## src/hw/rtl/htpa_pkg.sv

```systemverilog
// Shared types and constants for the hit to pixel address block.
// Used by every module under hw/rtl; depends on nothing else.
`default_nettype none

package htpa_pkg;

	// field and datapath widths
	localparam int IN_W        = 21;  // x_pos / y_pos
	localparam int EDGE_W      = 26;  // signed chip edge positions
	localparam int D_W         = 22;  // offset of a hit from its chosen edge
	localparam int RECIP_W     = 26;
	localparam int PROD_W      = D_W + RECIP_W;
	localparam int RECIP_SHIFT = 24;
	localparam int LOC_W       = PROD_W - RECIP_SHIFT;  // local pixel, 8 fraction bits
	localparam int COL_W       = 4;
	localparam int ROW_W       = 4;
	localparam int PX_W        = 18;
	localparam int PY_W        = 17;
	localparam int TDATA_IN_W  = 48;
	localparam int TDATA_OUT_W = 48;
	localparam int CFG_IDX_W   = 3;
	localparam int CFG_DATA_W  = 21;
	localparam int QDEPTH      = 4;
	localparam int QPTR_W      = 2;

	// reciprocal pixel pitches, 2^24 / (16 * pitch_mm)
	localparam logic [RECIP_W-1:0] RECIP_X = 26'd35861012;
	localparam logic [RECIP_W-1:0] RECIP_Y = 26'd39009524;

	// register indexes on the configuration port
	typedef enum logic [CFG_IDX_W-1:0] {
		REG_X_FIRST_EDGE = 3'd0,
		REG_X_PITCH      = 3'd1,
		REG_Y_FIRST_EDGE = 3'd2,
		REG_Y_PITCH      = 3'd3,
		REG_MID_SHIFT    = 3'd4,
		REG_BACK_OFFSET  = 3'd5
	} cfg_reg_t;

	// register reset values
	localparam logic [20:0] RST_X_FIRST_EDGE = 21'h178A11; // -554479
	localparam logic [17:0] RST_X_PITCH      = 18'd123290;
	localparam logic [20:0] RST_Y_FIRST_EDGE = 21'h1ACE11; // -340463
	localparam logic [17:0] RST_Y_PITCH      = 18'd112230;
	localparam logic [15:0] RST_MID_SHIFT    = 16'd7373;
	localparam logic [17:0] RST_BACK_OFFSET  = 18'd56115;

	typedef struct packed {
		logic [20:0] x_first_edge;
		logic [17:0] x_pitch;
		logic [20:0] y_first_edge;
		logic [17:0] y_pitch;
		logic [15:0] mid_shift;
		logic [17:0] back_offset;
	} cfg_t;

	// one classified hit, handed from the front part to the back part
	typedef struct packed {
		logic [COL_W-1:0] col;
		logic [ROW_W-1:0] frow;
		logic [ROW_W-1:0] brow;
		logic             col_ok;
		logic             frow_ok;
		logic             brow_ok;
		logic [D_W-1:0]   dx;
		logic [D_W-1:0]   dyf;
		logic [D_W-1:0]   dyb;
	} job_t;

	function automatic logic [EDGE_W-1:0] sext_in(input logic [IN_W-1:0] v);
		return {{(EDGE_W-IN_W){v[IN_W-1]}}, v};
	endfunction

endpackage

`default_nettype wire

```

## src/hw/rtl/htpa_front.sv

```systemverilog
// Front part: edge tables, hit classification into column and row indexes,
// offsets from the chosen edges. Depends on htpa_pkg.
`default_nettype none

module htpa_front #(
	parameter int CHIP_COLUMNS = 9,
	parameter int CHIP_ROWS    = 6
) (
	input  wire                        clk,
	input  wire                        arst_n,
	input  htpa_pkg::cfg_t             cfg,
	input  wire                        in_valid,
	output logic                       in_ready,
	input  wire [htpa_pkg::IN_W-1:0]   in_x,
	input  wire [htpa_pkg::IN_W-1:0]   in_y,
	output logic                       out_valid,
	input  wire                        out_ready,
	output htpa_pkg::job_t             out_job
);

	localparam int EW   = htpa_pkg::EDGE_W;
	localparam int DW   = htpa_pkg::D_W;
	localparam int CCW  = $clog2(CHIP_COLUMNS + 1);
	localparam int RCW  = $clog2(CHIP_ROWS + 1);
	localparam int CIW  = (CHIP_COLUMNS > 1) ? $clog2(CHIP_COLUMNS) : 1;
	localparam int RIW  = (CHIP_ROWS > 1) ? $clog2(CHIP_ROWS) : 1;
	localparam int HALF = CHIP_ROWS / 2;

	logic [EW-1:0] xe_q [CHIP_COLUMNS];
	logic [EW-1:0] fe_q [CHIP_ROWS];
	logic [EW-1:0] be_q [CHIP_ROWS];

	// edge tables follow the registers in the following cycle
	for (genvar i = 0; i < CHIP_COLUMNS; i++) begin : g_xe
		always_ff @(posedge clk) begin
			xe_q[i] <= htpa_pkg::sext_in(cfg.x_first_edge) + EW'(cfg.x_pitch) * EW'(i);
		end
	end

	for (genvar i = 0; i < CHIP_ROWS; i++) begin : g_ye
		logic [EW-1:0] fe;
		assign fe = htpa_pkg::sext_in(cfg.y_first_edge) + EW'(cfg.y_pitch) * EW'(i)
			+ ((i >= HALF) ? EW'(cfg.mid_shift) : EW'(0));
		always_ff @(posedge clk) begin
			fe_q[i] <= fe;
			be_q[i] <= fe + EW'(cfg.back_offset);
		end
	end

	logic                       v_s1, v_s2;
	logic [htpa_pkg::IN_W-1:0]  x_s1, y_s1, x_s2, y_s2;
	logic [CIW-1:0]             xi_s2;
	logic [RIW-1:0]             fi_s2, bi_s2;
	logic                       xok_s2, fok_s2, bok_s2;
	logic                       en;

	assign en        = !v_s2 || out_ready;
	assign in_ready  = en;
	assign out_valid = v_s2;

	always_ff @(posedge clk or negedge arst_n) begin
		if (!arst_n) begin
			v_s1 <= 1'b0;
			v_s2 <= 1'b0;
		end else if (en) begin
			v_s1 <= in_valid;
			v_s2 <= v_s1;
		end
	end

	// stage 1: count edges strictly below the hit; edges rise, so the
	// count minus one picks the highest such edge
	logic [CCW-1:0] xcnt;
	logic [RCW-1:0] fcnt, bcnt;
	logic [EW-1:0]  xs1, ys1;

	always_comb begin
		xs1  = htpa_pkg::sext_in(x_s1);
		ys1  = htpa_pkg::sext_in(y_s1);
		xcnt = '0;
		fcnt = '0;
		bcnt = '0;
		for (int i = 0; i < CHIP_COLUMNS; i++) begin
			xcnt = xcnt + CCW'($signed(xe_q[i]) < $signed(xs1));
		end
		for (int i = 0; i < CHIP_ROWS; i++) begin
			fcnt = fcnt + RCW'($signed(fe_q[i]) < $signed(ys1));
			bcnt = bcnt + RCW'($signed(be_q[i]) < $signed(ys1));
		end
	end

	always_ff @(posedge clk) begin
		if (en) begin
			x_s1   <= in_x;
			y_s1   <= in_y;
			x_s2   <= x_s1;
			y_s2   <= y_s1;
			xi_s2  <= CIW'(xcnt - CCW'(1));
			fi_s2  <= RIW'(fcnt - RCW'(1));
			bi_s2  <= RIW'(bcnt - RCW'(1));
			xok_s2 <= (xcnt != '0);
			fok_s2 <= (fcnt != '0);
			bok_s2 <= (bcnt != '0);
		end
	end

	// stage 2: offsets from the chosen edges
	logic [EW-1:0] xs2, ys2;

	always_comb begin
		xs2             = htpa_pkg::sext_in(x_s2);
		ys2             = htpa_pkg::sext_in(y_s2);
		out_job.col     = htpa_pkg::COL_W'(xi_s2);
		out_job.frow    = htpa_pkg::ROW_W'(fi_s2);
		out_job.brow    = htpa_pkg::ROW_W'(bi_s2);
		out_job.col_ok  = xok_s2;
		out_job.frow_ok = fok_s2;
		out_job.brow_ok = bok_s2;
		out_job.dx      = DW'(xs2 - xe_q[xi_s2]);
		out_job.dyf     = DW'(ys2 - fe_q[fi_s2]);
		out_job.dyb     = DW'(ys2 - be_q[bi_s2]);
	end

endmodule

`default_nettype wire

```

## src/hw/rtl/htpa_queue.sv

```systemverilog
// Short queue of classified hits between the front and back parts.
// Depends on htpa_pkg for the entry type and depth.
`default_nettype none

module htpa_queue (
	input  wire             clk,
	input  wire             arst_n,
	input  wire             in_valid,
	output logic            in_ready,
	input  htpa_pkg::job_t  in_job,
	output logic            out_valid,
	input  wire             out_ready,
	output htpa_pkg::job_t  out_job
);

	localparam int PW = htpa_pkg::QPTR_W;
	localparam int CW = PW + 1;

	htpa_pkg::job_t mem_q [htpa_pkg::QDEPTH];
	logic [PW-1:0]  wr_q, rd_q;
	logic [CW-1:0]  cnt_q;
	logic           push, pop;

	assign in_ready  = (cnt_q != CW'(htpa_pkg::QDEPTH));
	assign out_valid = (cnt_q != '0);
	assign out_job   = mem_q[rd_q];
	assign push      = in_valid && in_ready;
	assign pop       = out_valid && out_ready;

	// pointers and fill count
	always_ff @(posedge clk or negedge arst_n) begin
		if (!arst_n) begin
			wr_q  <= '0;
			rd_q  <= '0;
			cnt_q <= '0;
		end else begin
			if (push) wr_q <= wr_q + PW'(1);
			if (pop)  rd_q <= rd_q + PW'(1);
			cnt_q <= cnt_q + CW'(push) - CW'(pop);
		end
	end

	always_ff @(posedge clk) begin
		if (push) mem_q[wr_q] <= in_job;
	end

endmodule

`default_nettype wire

```

## src/hw/rtl/htpa_back.sv

```systemverilog
// Back part: pixel scaling by the reciprocal pitches, range tests and
// emission of up to two results per hit. Depends on htpa_pkg.
`default_nettype none

module htpa_back #(
	parameter int PIX_COLS = 1024,
	parameter int PIX_ROWS = 512
) (
	input  wire                               clk,
	input  wire                               arst_n,
	input  wire                               in_valid,
	output logic                              in_ready,
	input  htpa_pkg::job_t                    in_job,
	output logic                              out_valid,
	input  wire                               out_ready,
	output logic [htpa_pkg::TDATA_OUT_W-1:0]  out_data,
	output logic                              out_last
);

	localparam int PW = htpa_pkg::PROD_W;
	localparam int LW = htpa_pkg::LOC_W;
	localparam int SH = htpa_pkg::RECIP_SHIFT;
	localparam logic [LW-1:0] LIM_X = LW'((PIX_COLS - 1) * 256);
	localparam logic [LW-1:0] LIM_Y = LW'((PIX_ROWS - 1) * 256);

	// product stage
	logic                    p_v_s3;
	htpa_pkg::job_t          job_s3;
	logic [PW-1:0]           px_s3, pyf_s3, pyb_s3;

	// emit stage: pending front and back results
	logic                         fv_q, bv_q;
	logic [htpa_pkg::COL_W-1:0]   col_q;
	logic [htpa_pkg::ROW_W-1:0]   frow_q, brow_q;
	logic [htpa_pkg::PX_W-1:0]    px_q;
	logic [htpa_pkg::PY_W-1:0]    pyf_q, pyb_q;

	logic e_free, p_adv, take, ok_x, ok_f, ok_b;
	logic [LW-1:0] lx, lyf, lyb;

	assign take     = out_valid && out_ready;
	assign e_free   = !(fv_q || bv_q) || (take && (fv_q != bv_q));
	assign p_adv    = p_v_s3 && e_free;
	assign in_ready = !p_v_s3 || e_free;

	assign lx   = px_s3[SH +: LW];
	assign lyf  = pyf_s3[SH +: LW];
	assign lyb  = pyb_s3[SH +: LW];
	assign ok_x = job_s3.col_ok && (lx <= LIM_X);
	assign ok_f = ok_x && job_s3.frow_ok && (lyf <= LIM_Y);
	assign ok_b = ok_x && job_s3.brow_ok && (lyb <= LIM_Y);

	// control of both stages
	always_ff @(posedge clk or negedge arst_n) begin
		if (!arst_n) begin
			p_v_s3 <= 1'b0;
			fv_q   <= 1'b0;
			bv_q   <= 1'b0;
		end else begin
			if (in_ready) p_v_s3 <= in_valid;
			if (p_adv) begin
				fv_q <= ok_f;
				bv_q <= ok_b;
			end else if (take) begin
				if (fv_q) fv_q <= 1'b0;
				else      bv_q <= 1'b0;
			end
		end
	end

	// payload: one multiplier per offset, registered
	always_ff @(posedge clk) begin
		if (in_ready && in_valid) begin
			job_s3 <= in_job;
			px_s3  <= PW'(in_job.dx)  * PW'(htpa_pkg::RECIP_X);
			pyf_s3 <= PW'(in_job.dyf) * PW'(htpa_pkg::RECIP_Y);
			pyb_s3 <= PW'(in_job.dyb) * PW'(htpa_pkg::RECIP_Y);
		end
		if (p_adv) begin
			col_q  <= job_s3.col;
			frow_q <= htpa_pkg::ROW_W'({job_s3.frow, 1'b0});
			brow_q <= htpa_pkg::ROW_W'({job_s3.brow, 1'b1});
			px_q   <= lx[htpa_pkg::PX_W-1:0];
			pyf_q  <= lyf[htpa_pkg::PY_W-1:0];
			pyb_q  <= lyb[htpa_pkg::PY_W-1:0];
		end
	end

	// front result goes out first, back result second
	assign out_valid = fv_q || bv_q;
	assign out_last  = !(fv_q && bv_q);
	assign out_data  = {5'd0,
		fv_q ? pyf_q : pyb_q,
		px_q,
		fv_q ? frow_q : brow_q,
		col_q};

endmodule

`default_nettype wire

```

## src/hw/rtl/hit_to_pixel_address_top.sv

```systemverilog
// Hit to pixel address, top level: configuration registers, front part,
// queue and back part. Depends on htpa_pkg, htpa_front, htpa_queue, htpa_back.
//
// Usage:
//   s_axis carries one hit per item (x_pos, y_pos, mm * 4096, signed).
//   m_axis returns zero, one or two pixel addresses per hit, front row first,
//   back row second; tlast marks the final result of a hit.
//   cfg writes register cfg_index with cfg_data; cfg_ready is always high.
//   Write registers only while no hit is in flight.
// Timing:
//   The first result of a hit passes front stages 1 and 2, the queue, then the
//   back part's product and emit stages. The front part takes one hit per cycle
//   while the queue has room; the back part holds a hit until each result it
//   gives is taken, so two-result hits are limited by the single result channel.
//   A four-entry queue between front and back absorbs bursts.
// Reset and stall:
//   arst_n clears all valid flags; registers return to their defaults.
//   When m_axis_tready is low the result holds, the back part stops, and the
//   front part keeps accepting until the queue is full.
`default_nettype none

module hit_to_pixel_address_top #(
	parameter int PIX_COLS     = 1024,
	parameter int PIX_ROWS     = 512,
	parameter int CHIP_COLUMNS = 9,
	parameter int CHIP_ROWS    = 6
) (
	input  wire                                  clk,
	input  wire                                  arst_n,
	input  wire                                  s_axis_tvalid,
	output logic                                 s_axis_tready,
	// x_pos [20:0], y_pos [41:21], zero [47:42]
	input  wire  [htpa_pkg::TDATA_IN_W-1:0]      s_axis_tdata,
	output logic                                 m_axis_tvalid,
	input  wire                                  m_axis_tready,
	// chip_column [3:0], chip_row [7:4], pixel_x [25:8], pixel_y [42:26], zero [47:43]
	output logic [htpa_pkg::TDATA_OUT_W-1:0]     m_axis_tdata,
	output logic                                 m_axis_tlast,  // last_hit
	input  wire                                  cfg_valid,
	output logic                                 cfg_ready,
	input  wire  [htpa_pkg::CFG_IDX_W-1:0]       cfg_index,
	input  wire  [htpa_pkg::CFG_DATA_W-1:0]      cfg_data
);

	htpa_pkg::cfg_t cfg_q;
	htpa_pkg::job_t fr_job, q_job;
	logic           fr_valid, fr_ready, q_valid, q_ready;

	assign cfg_ready = 1'b1;

	// configuration registers
	always_ff @(posedge clk or negedge arst_n) begin
		if (!arst_n) begin
			cfg_q.x_first_edge <= htpa_pkg::RST_X_FIRST_EDGE;
			cfg_q.x_pitch      <= htpa_pkg::RST_X_PITCH;
			cfg_q.y_first_edge <= htpa_pkg::RST_Y_FIRST_EDGE;
			cfg_q.y_pitch      <= htpa_pkg::RST_Y_PITCH;
			cfg_q.mid_shift    <= htpa_pkg::RST_MID_SHIFT;
			cfg_q.back_offset  <= htpa_pkg::RST_BACK_OFFSET;
		end else if (cfg_valid) begin
			case (htpa_pkg::cfg_reg_t'(cfg_index))
				htpa_pkg::REG_X_FIRST_EDGE: cfg_q.x_first_edge <= cfg_data[20:0];
				htpa_pkg::REG_X_PITCH:      cfg_q.x_pitch      <= cfg_data[17:0];
				htpa_pkg::REG_Y_FIRST_EDGE: cfg_q.y_first_edge <= cfg_data[20:0];
				htpa_pkg::REG_Y_PITCH:      cfg_q.y_pitch      <= cfg_data[17:0];
				htpa_pkg::REG_MID_SHIFT:    cfg_q.mid_shift    <= cfg_data[15:0];
				htpa_pkg::REG_BACK_OFFSET:  cfg_q.back_offset  <= cfg_data[17:0];
				default: ;
			endcase
		end
	end

	htpa_front #(
		.CHIP_COLUMNS (CHIP_COLUMNS),
		.CHIP_ROWS    (CHIP_ROWS)
	) u_front (
		.clk       (clk),
		.arst_n    (arst_n),
		.cfg       (cfg_q),
		.in_valid  (s_axis_tvalid),
		.in_ready  (s_axis_tready),
		.in_x      (s_axis_tdata[20:0]),
		.in_y      (s_axis_tdata[41:21]),
		.out_valid (fr_valid),
		.out_ready (fr_ready),
		.out_job   (fr_job)
	);

	htpa_queue u_queue (
		.clk       (clk),
		.arst_n    (arst_n),
		.in_valid  (fr_valid),
		.in_ready  (fr_ready),
		.in_job    (fr_job),
		.out_valid (q_valid),
		.out_ready (q_ready),
		.out_job   (q_job)
	);

	htpa_back #(
		.PIX_COLS (PIX_COLS),
		.PIX_ROWS (PIX_ROWS)
	) u_back (
		.clk       (clk),
		.arst_n    (arst_n),
		.in_valid  (q_valid),
		.in_ready  (q_ready),
		.in_job    (q_job),
		.out_valid (m_axis_tvalid),
		.out_ready (m_axis_tready),
		.out_data  (m_axis_tdata),
		.out_last  (m_axis_tlast)
	);

endmodule

`default_nettype wire

```

## config.mk

```make
export PLATFORM = sky130hd
export DESIGN_NAME = hit_to_pixel_address_top
export DESIGN_NICKNAME = d
export VERILOG_FILES = /design/src/hw/rtl/htpa_pkg.sv /design/src/hw/rtl/htpa_front.sv /design/src/hw/rtl/htpa_queue.sv /design/src/hw/rtl/htpa_back.sv /design/src/hw/rtl/hit_to_pixel_address_top.sv
export SDC_FILE = /design/constraint.sdc
export NUM_CORES = 2
export LEC_CHECK = 0
export ABC_AREA = 1
export BUFFER_PORTS_ARGS = -buffer_cell sky130_fd_sc_hd__clkbuf_2
export CORE_ASPECT_RATIO = 0.6
export CORE_MARGIN = 1.5
export CORE_UTILIZATION = 55
export CTS_BUF_LIST = sky130_fd_sc_hd__clkbuf_4
export DETAILED_ROUTE_END_ITERATION = 8
export MAX_ROUTING_LAYER = met4
export PLACE_DENSITY = 0.71
export SLEW_MARGIN = 40
export SYNTH_ARGS = -nofsm -noshare
export SYNTH_HDL_FRONTEND = slang
export SYNTH_SLANG_ARGS = --single-unit
```

## constraint.sdc

```tcl
create_clock -name clk -period 22.7 [get_ports clk]
set_clock_uncertainty 0.2 [all_clocks]
set_input_delay 4.54 -clock clk [delete_from_list [all_inputs] [get_ports clk]]
set_output_delay 4.54 -clock clk [all_outputs]
set_load 0.005 [all_outputs]
```

[Yosys cells after proc, flatten, opt, wreduce, memory -nomap -nowiden]
Memory sizes are Yosys's and may differ from the RTL's. A register that Yosys moved wholly into a read port is not among the register bits.
Cells that the tools add are included.
Word-level totals
  logic and storage cells: 178
  input bits: 77
  bits in registers: 434
  memories kept: 4
  RAM bits: 862
Memory list
  u_queue.mem_q: words 4, width 79, rd ports 1, clocked after Yosys merged registers in 0, write ports 1, line htpa_queue.sv:19  | htpa_pkg::job_t mem_q [htpa_pkg::QDEPTH];
  u_front.xe_q: words 9, width 26, rd ports 10, clocked after Yosys merged registers in 1, write ports 9, line htpa_front.sv:29  | logic [EW-1:0] xe_q [CHIP_COLUMNS];
  u_front.be_q: words 6, width 26, rd ports 7, clocked after Yosys merged registers in 1, write ports 6, line htpa_front.sv:31  | logic [EW-1:0] be_q [CHIP_ROWS];
  u_front.fe_q: words 6, width 26, rd ports 7, clocked after Yosys merged registers in 1, write ports 6, line htpa_front.sv:30  | logic [EW-1:0] fe_q [CHIP_ROWS];
Operators by class
  reductions and logical operators: 32
  magnitude comparators: 24
  multipliers: 9
  add/subtract/negate cells: 50
  mux-type cells: 12
  equality and inequality tests: 8
Operator list (number)
  $lt 26x21->1: 21
  $mul 22x24->46 const B: 3
  $add 26x18->26: 5
  $add 21x22->23: 5
  $add 21x21->22: 4
  $add 26x16->26: 3
  $add 21x19->22: 3
  $sub 22x22->22: 3
  $mul 18x3->21 const B: 3
  $mul 18x2->20 const B: 3
  $le 24x17->1 const B: 2
  $add 21x20->22: 2
  $add 4x1->4: 7
  $add 3x1->3: 9
  $le 24x18->1 const B: 1
  $mux 17: 1
  $reduce_and 2->1: 7
  $logic_and 1x1->1: 11
  $reduce_bool 3->1: 3
  $mux 4: 2
  $mux 1: 7
  $add 1x1->2: 3
  $eq 3x2->1 const B: 2
  $eq 3x3->1 const B: 2
  14 further kinds: 23

[Logic depth before layout (Yosys ltp)]
An unclocked memory read counts as a cell.
  depth after elaboration: 12
  gate-level depth with buffers: 39
  gate-level depth less buffers: 39

[By module]
Synthesis repeated with hierarchy kept, for this count alone.
Unflattened totals
  cells, all modules: 12493
  area total of the unflattened synthesis: 104748.0 µm²
By module, submodules not included
  htpa_front: times used 1, area an instance 54947.7 µm², cells an instance 7284, seq. area each 12371.9 µm²
  htpa_back: times used 1, area an instance 32204.6 µm², cells an instance 3629, seq. area each 4489.3 µm²
  htpa_queue: times used 1, area an instance 13120.1 µm², cells an instance 1083, seq. area each 9904.5 µm²
  hit_to_pixel_address_top: times used 1, area an instance 4475.5 µm², cells an instance 497, seq. area each 2872.8 µm²

[Worst setup path after synthesis]
No wires, ideal clock.
  path kind: reg2out
  start: register u_queue.cnt_q[1]
  end: output port s_axis_tready
  stages on the path, launching flop included: 4
  buffers on the path: 1
  setup slack: 14.390 ns
  required time: 17.960 ns
  arrival time: 3.570 ns
  cells stage by stage: dfrtp_1 nor2_1 nand3_1 clkbuf_1
Between the ends
  word-level cells in the longest chain between the ends: 2
RTL lines
  start, declared: line htpa_queue.sv:21  | logic [CW-1:0] cnt_q;
  start signal, assigned: line htpa_queue.sv:39  | cnt_q <= cnt_q + CW'(push) - CW'(pop);
  $ne 3x3->1: line htpa_queue.sv:24  | assign in_ready = (cnt_q != CW'(htpa_pkg::QDEPTH));
  $logic_or 1x1->1: line htpa_front.sv:57  | assign en = !v_s2 || out_ready;
  end, declared: line hit_to_pixel_address_top.sv:31  | output logic s_axis_tready,
No other way between the ends.

[Worst setup path after layout]
  start: register u_queue.rd_q[1]
  end: register u_back.pyf_s3[42], data pin
Between the ends
  word-level cells in the longest chain between the ends: 2
RTL lines
  start, declared: line htpa_queue.sv:20  | logic [PW-1:0] wr_q, rd_q;
  start signal, assigned: line htpa_queue.sv:38  | if (pop) rd_q <= rd_q + PW'(1);
  $mem_v2 4x79
  $mul 22x24->46: line htpa_back.sv:76  | pyf_s3 <= PW'(in_job.dyf) * PW'(htpa_pkg::RECIP_Y);
  end signal, assigned: line htpa_back.sv:76
  end, declared: line htpa_back.sv:29  | logic [PW-1:0] px_s3, pyf_s3, pyb_s3;
No other way between the ends.
A chain may end at the register's enable or synchronous reset.

==> flow_summary.toml <==
[setup_path]
worstPathRequired_ns = 23.39
critPathSlowestCell = "clkinv_2"
r2r-end = "u_back.pyf_s3[42]"
rrSetupSlack_ns = 13.79
r2r_cells = 28
critical_path_class = "register to register"
crit_top_cell = "fa_1"
worstPathMaxFanout = 75
critPathLaunchType = "register"
slowest_delay_ns = 0.73
cp-end-kind = "register"
rr_startpoint = "u_queue.rd_q[1]"
crit_arrival_ns = 9.60

[timing]
holdWs_ns = 0.208
slew_viol_final = 0
max_slew.worst_pin.slew_ns = 1.10
setup-violations-final = 0
rsz0062_at_grt = "no"
hold_viol = 0
period_share = 0.392
slew_headroom = 0.260
period_needed_ns = 8.91
worst_slack_ns = 13.79
max_freq_mhz = 112
tns_ns = 0

[route]
drt_iter0_markers = 9722
viasPerCell = 5.96
drc = 0
dr_total_vias = 86765
routedWlPerCell_um = 24.2
wirelength_um = 353000
ant_nets = 0
drt_pass1_iterations = 7

[hold_path]
hold_class = "register to register"
min_path_cells = 0
hold_start = "u_back.pyf_s3[27]"
hold_end = "u_back.pyf_q[3]"

[cts]
numCtsBuffers = 300
root_buffer = "clkbuf_4"
clock_latency_ns = 1.23
numClockSinks = 1173
cts_tree = "yes"
clock_path_buffers = 4
post_cts_resize_count = 0
htreeDepth = 5
ctsHoldBuffers = 0
path_clk_slew_ns = 0.07
cts_setup_buffers = 0

[die]
dieArea_um2 = 187000
die_w_um = 557
initial_core_util = 0.557
core_area_um2 = 182000
fp.dieH_um = 336
num_io_pins = 129
rows = 121

[global_route]
grt_pass1_wl_um = 518000
first_global_vias = 82646
grt_use_total = 0.383
grt_overflow = 0
antenna_found_initial = 28
grt_start_max_net_pins = 76

[final_layout]
ff_latch_area_um2 = 29800
n_fill_cell = 16087
stdcell_count = 14552
drive_gt1_frac = 0.0797
syn2layout_area_growth_pct = 8.24
nNetsFinal = 14213
multi_input_area_um2 = 65600

[yosys]
synthArstFlopShare = 0.106
yosysTopAreaCell = "ha_1"
synthCells = 11460
synth_top_area_frac = 0.215
synthFlopType = "edfxtp_1"
synth.distinct_cells = 72
seq_area_frac_synth = 0.294
yosysMostFrequentCell = "nand2_1"
ys_seq_elements = 1173
synth_edf_count = 560
synth_area_per_cell_um2 = 8.85
synthTopCellsByArea = "ha_1, edfxtp_1, fa_1"
yosys_warnings = 0
syn_area_um2 = 101000
yosys-top-cells-count = "nand2_1, ha_1, inv_1"

[placed_design]
dp_hpwl_um = 287000
pre_cts_slack_ns = 13.56
placement.io_buffers = 116
place_inst = 14012
place_congestion = 1.06

[outcome]
outcome = "finished, final reports clean"

[flow_run]
drv_cap = 0
-- metrics by stage --
step	util	area [µm²]
CTS	0.602	110000
detailed placement	0.580	106000
global route	0.602	110000
finish	0.602	110000
floorplan	-	101000
global placement	0.579	106000
-- registers in the layout (all words and copies together) (netlist names), 4 cells and up, named ones only --
register       flops
u_back.px_s3      24
u_front.x_s2      21
u_back.px_q       18
u_back.pyf_q      17
u_front.y_s2      21
u_queue.mem_q    316
u_back.pyf_s3     24
u_front.fe_q     141
cfg_q            112
u_front.xi_s2      4
u_back.pyb_q      17
u_back.pyb_s3     24
u_back.job_s3     13
u_front.xe_q     188
u_back.col_q       4
u_front.x_s1      21
u_front.be_q     150
u_front.y_s1      21
-- how the worst max path moves through the flow --
stage | start | endpoint | cells after the start
final | u_queue.rd_q[1] | u_back.pyf_s3[42] | 28
after global routing | u_queue.rd_q[1] | u_back.pyf_s3[42] | 28
after CTS | u_queue.rd_q[1] | u_back.pyf_s3[42] | 24
after detailed placement | u_queue.rd_q[1] | u_back.pyf_s3[42] | 24
after global placement | u_queue.rd_q[1] | u_back.pyf_s3[42] | 26
after floorplan | u_queue.cnt_q[1] | s_axis_tready | 3
-- cell families (layout without fill, tap and decap cells) --
kind of cell / count (synthesis) / in the layout / share of synthesized area
adder cells (fa/ha/maj): 2278 / 2278 / 0.320
multiplexers: 6 / 6 / 0.000666
buffers and inverters: 1669 / 2281 / 0.0621
other: 2 / 22 / 0.0000740
flip-flops: 1173 / 1173 / 0.294
AND/OR/NAND/NOR: 3330 / 3330 / 0.137
AO/OA/AOI/OAI: 2398 / 2398 / 0.134
XOR/XNOR: 604 / 604 / 0.0524
-- placed cells by master, fill, tap and decap left out, drive strengths merged, types with 14 or more instances in the layout --
master | synthesis | layout
edfxtp | 560 | 560
xor2 | 400 | 400
nand3b | 15 | 15
a32oi | 44 | 44
o21a | 34 | 34
o211ai | 58 | 58
diode | 0 | 16
o21bai | 64 | 64
a21oi | 1052 | 1052
fa | 532 | 532
nand3 | 379 | 379
dfrtp | 68 | 68
inv | 1504 | 1507
o22ai | 58 | 58
o21ai | 736 | 736
a221oi | 17 | 17
xnor2 | 204 | 204
nor4 | 49 | 49
or2 | 14 | 14
nor3 | 70 | 70
a211oi | 14 | 14
nor2 | 656 | 656
dfxtp | 489 | 489
dfstp | 56 | 56
a21boi | 37 | 37
ha | 1746 | 1746
a21o | 72 | 72
o221ai | 70 | 70
nand2 | 2015 | 2015
clkinv | 3 | 66
buf | 23 | 137
nand4 | 100 | 100
clkbuf | 139 | 560
a31oi | 99 | 99
-- metal layers --
layer / track usage / routed length (µm) / vias up
met5: - / 0 / -
met4: 0.0995 / 9600 / 0
met3: 0.115 / 44800 / 555
met2: 0.494 / 133000 / 4376
met1: 0.569 / 165000 / 41629
li1: - / - / 40205
-- worst max-delay path, delay by kind of cell, from the launching register on --
| family | cells | cell delay [ns] |
|---|---|---|
| XOR/XNOR | 1 | 0.10 |
| adder cells (fa/ha/maj) | 8 | 3.96 |
| AO/OA/AOI/OAI | 4 | 0.78 |
| flip-flops | 1 | 0.33 |
| AND/OR/NAND/NOR | 6 | 0.91 |
| buffers and inverters | 9 | 2.25 |
-- cell type report --
class	instances	share of cell area
Multi-Input combinational cell	8622	0.597
Sequential cell	1173	0.271
Inverter	1507	0.0516
Clock buffer	443	0.0303
Tap cell	2460	0.0280
Timing Repair Buffer	254	0.0157
Clock inverter	77	0.00563
Antenna cell	16	0.000365
Power is left out: the tool's default activity adds up to more than one toggle a clock period on the data nets, which glitch-free logic cannot reach.
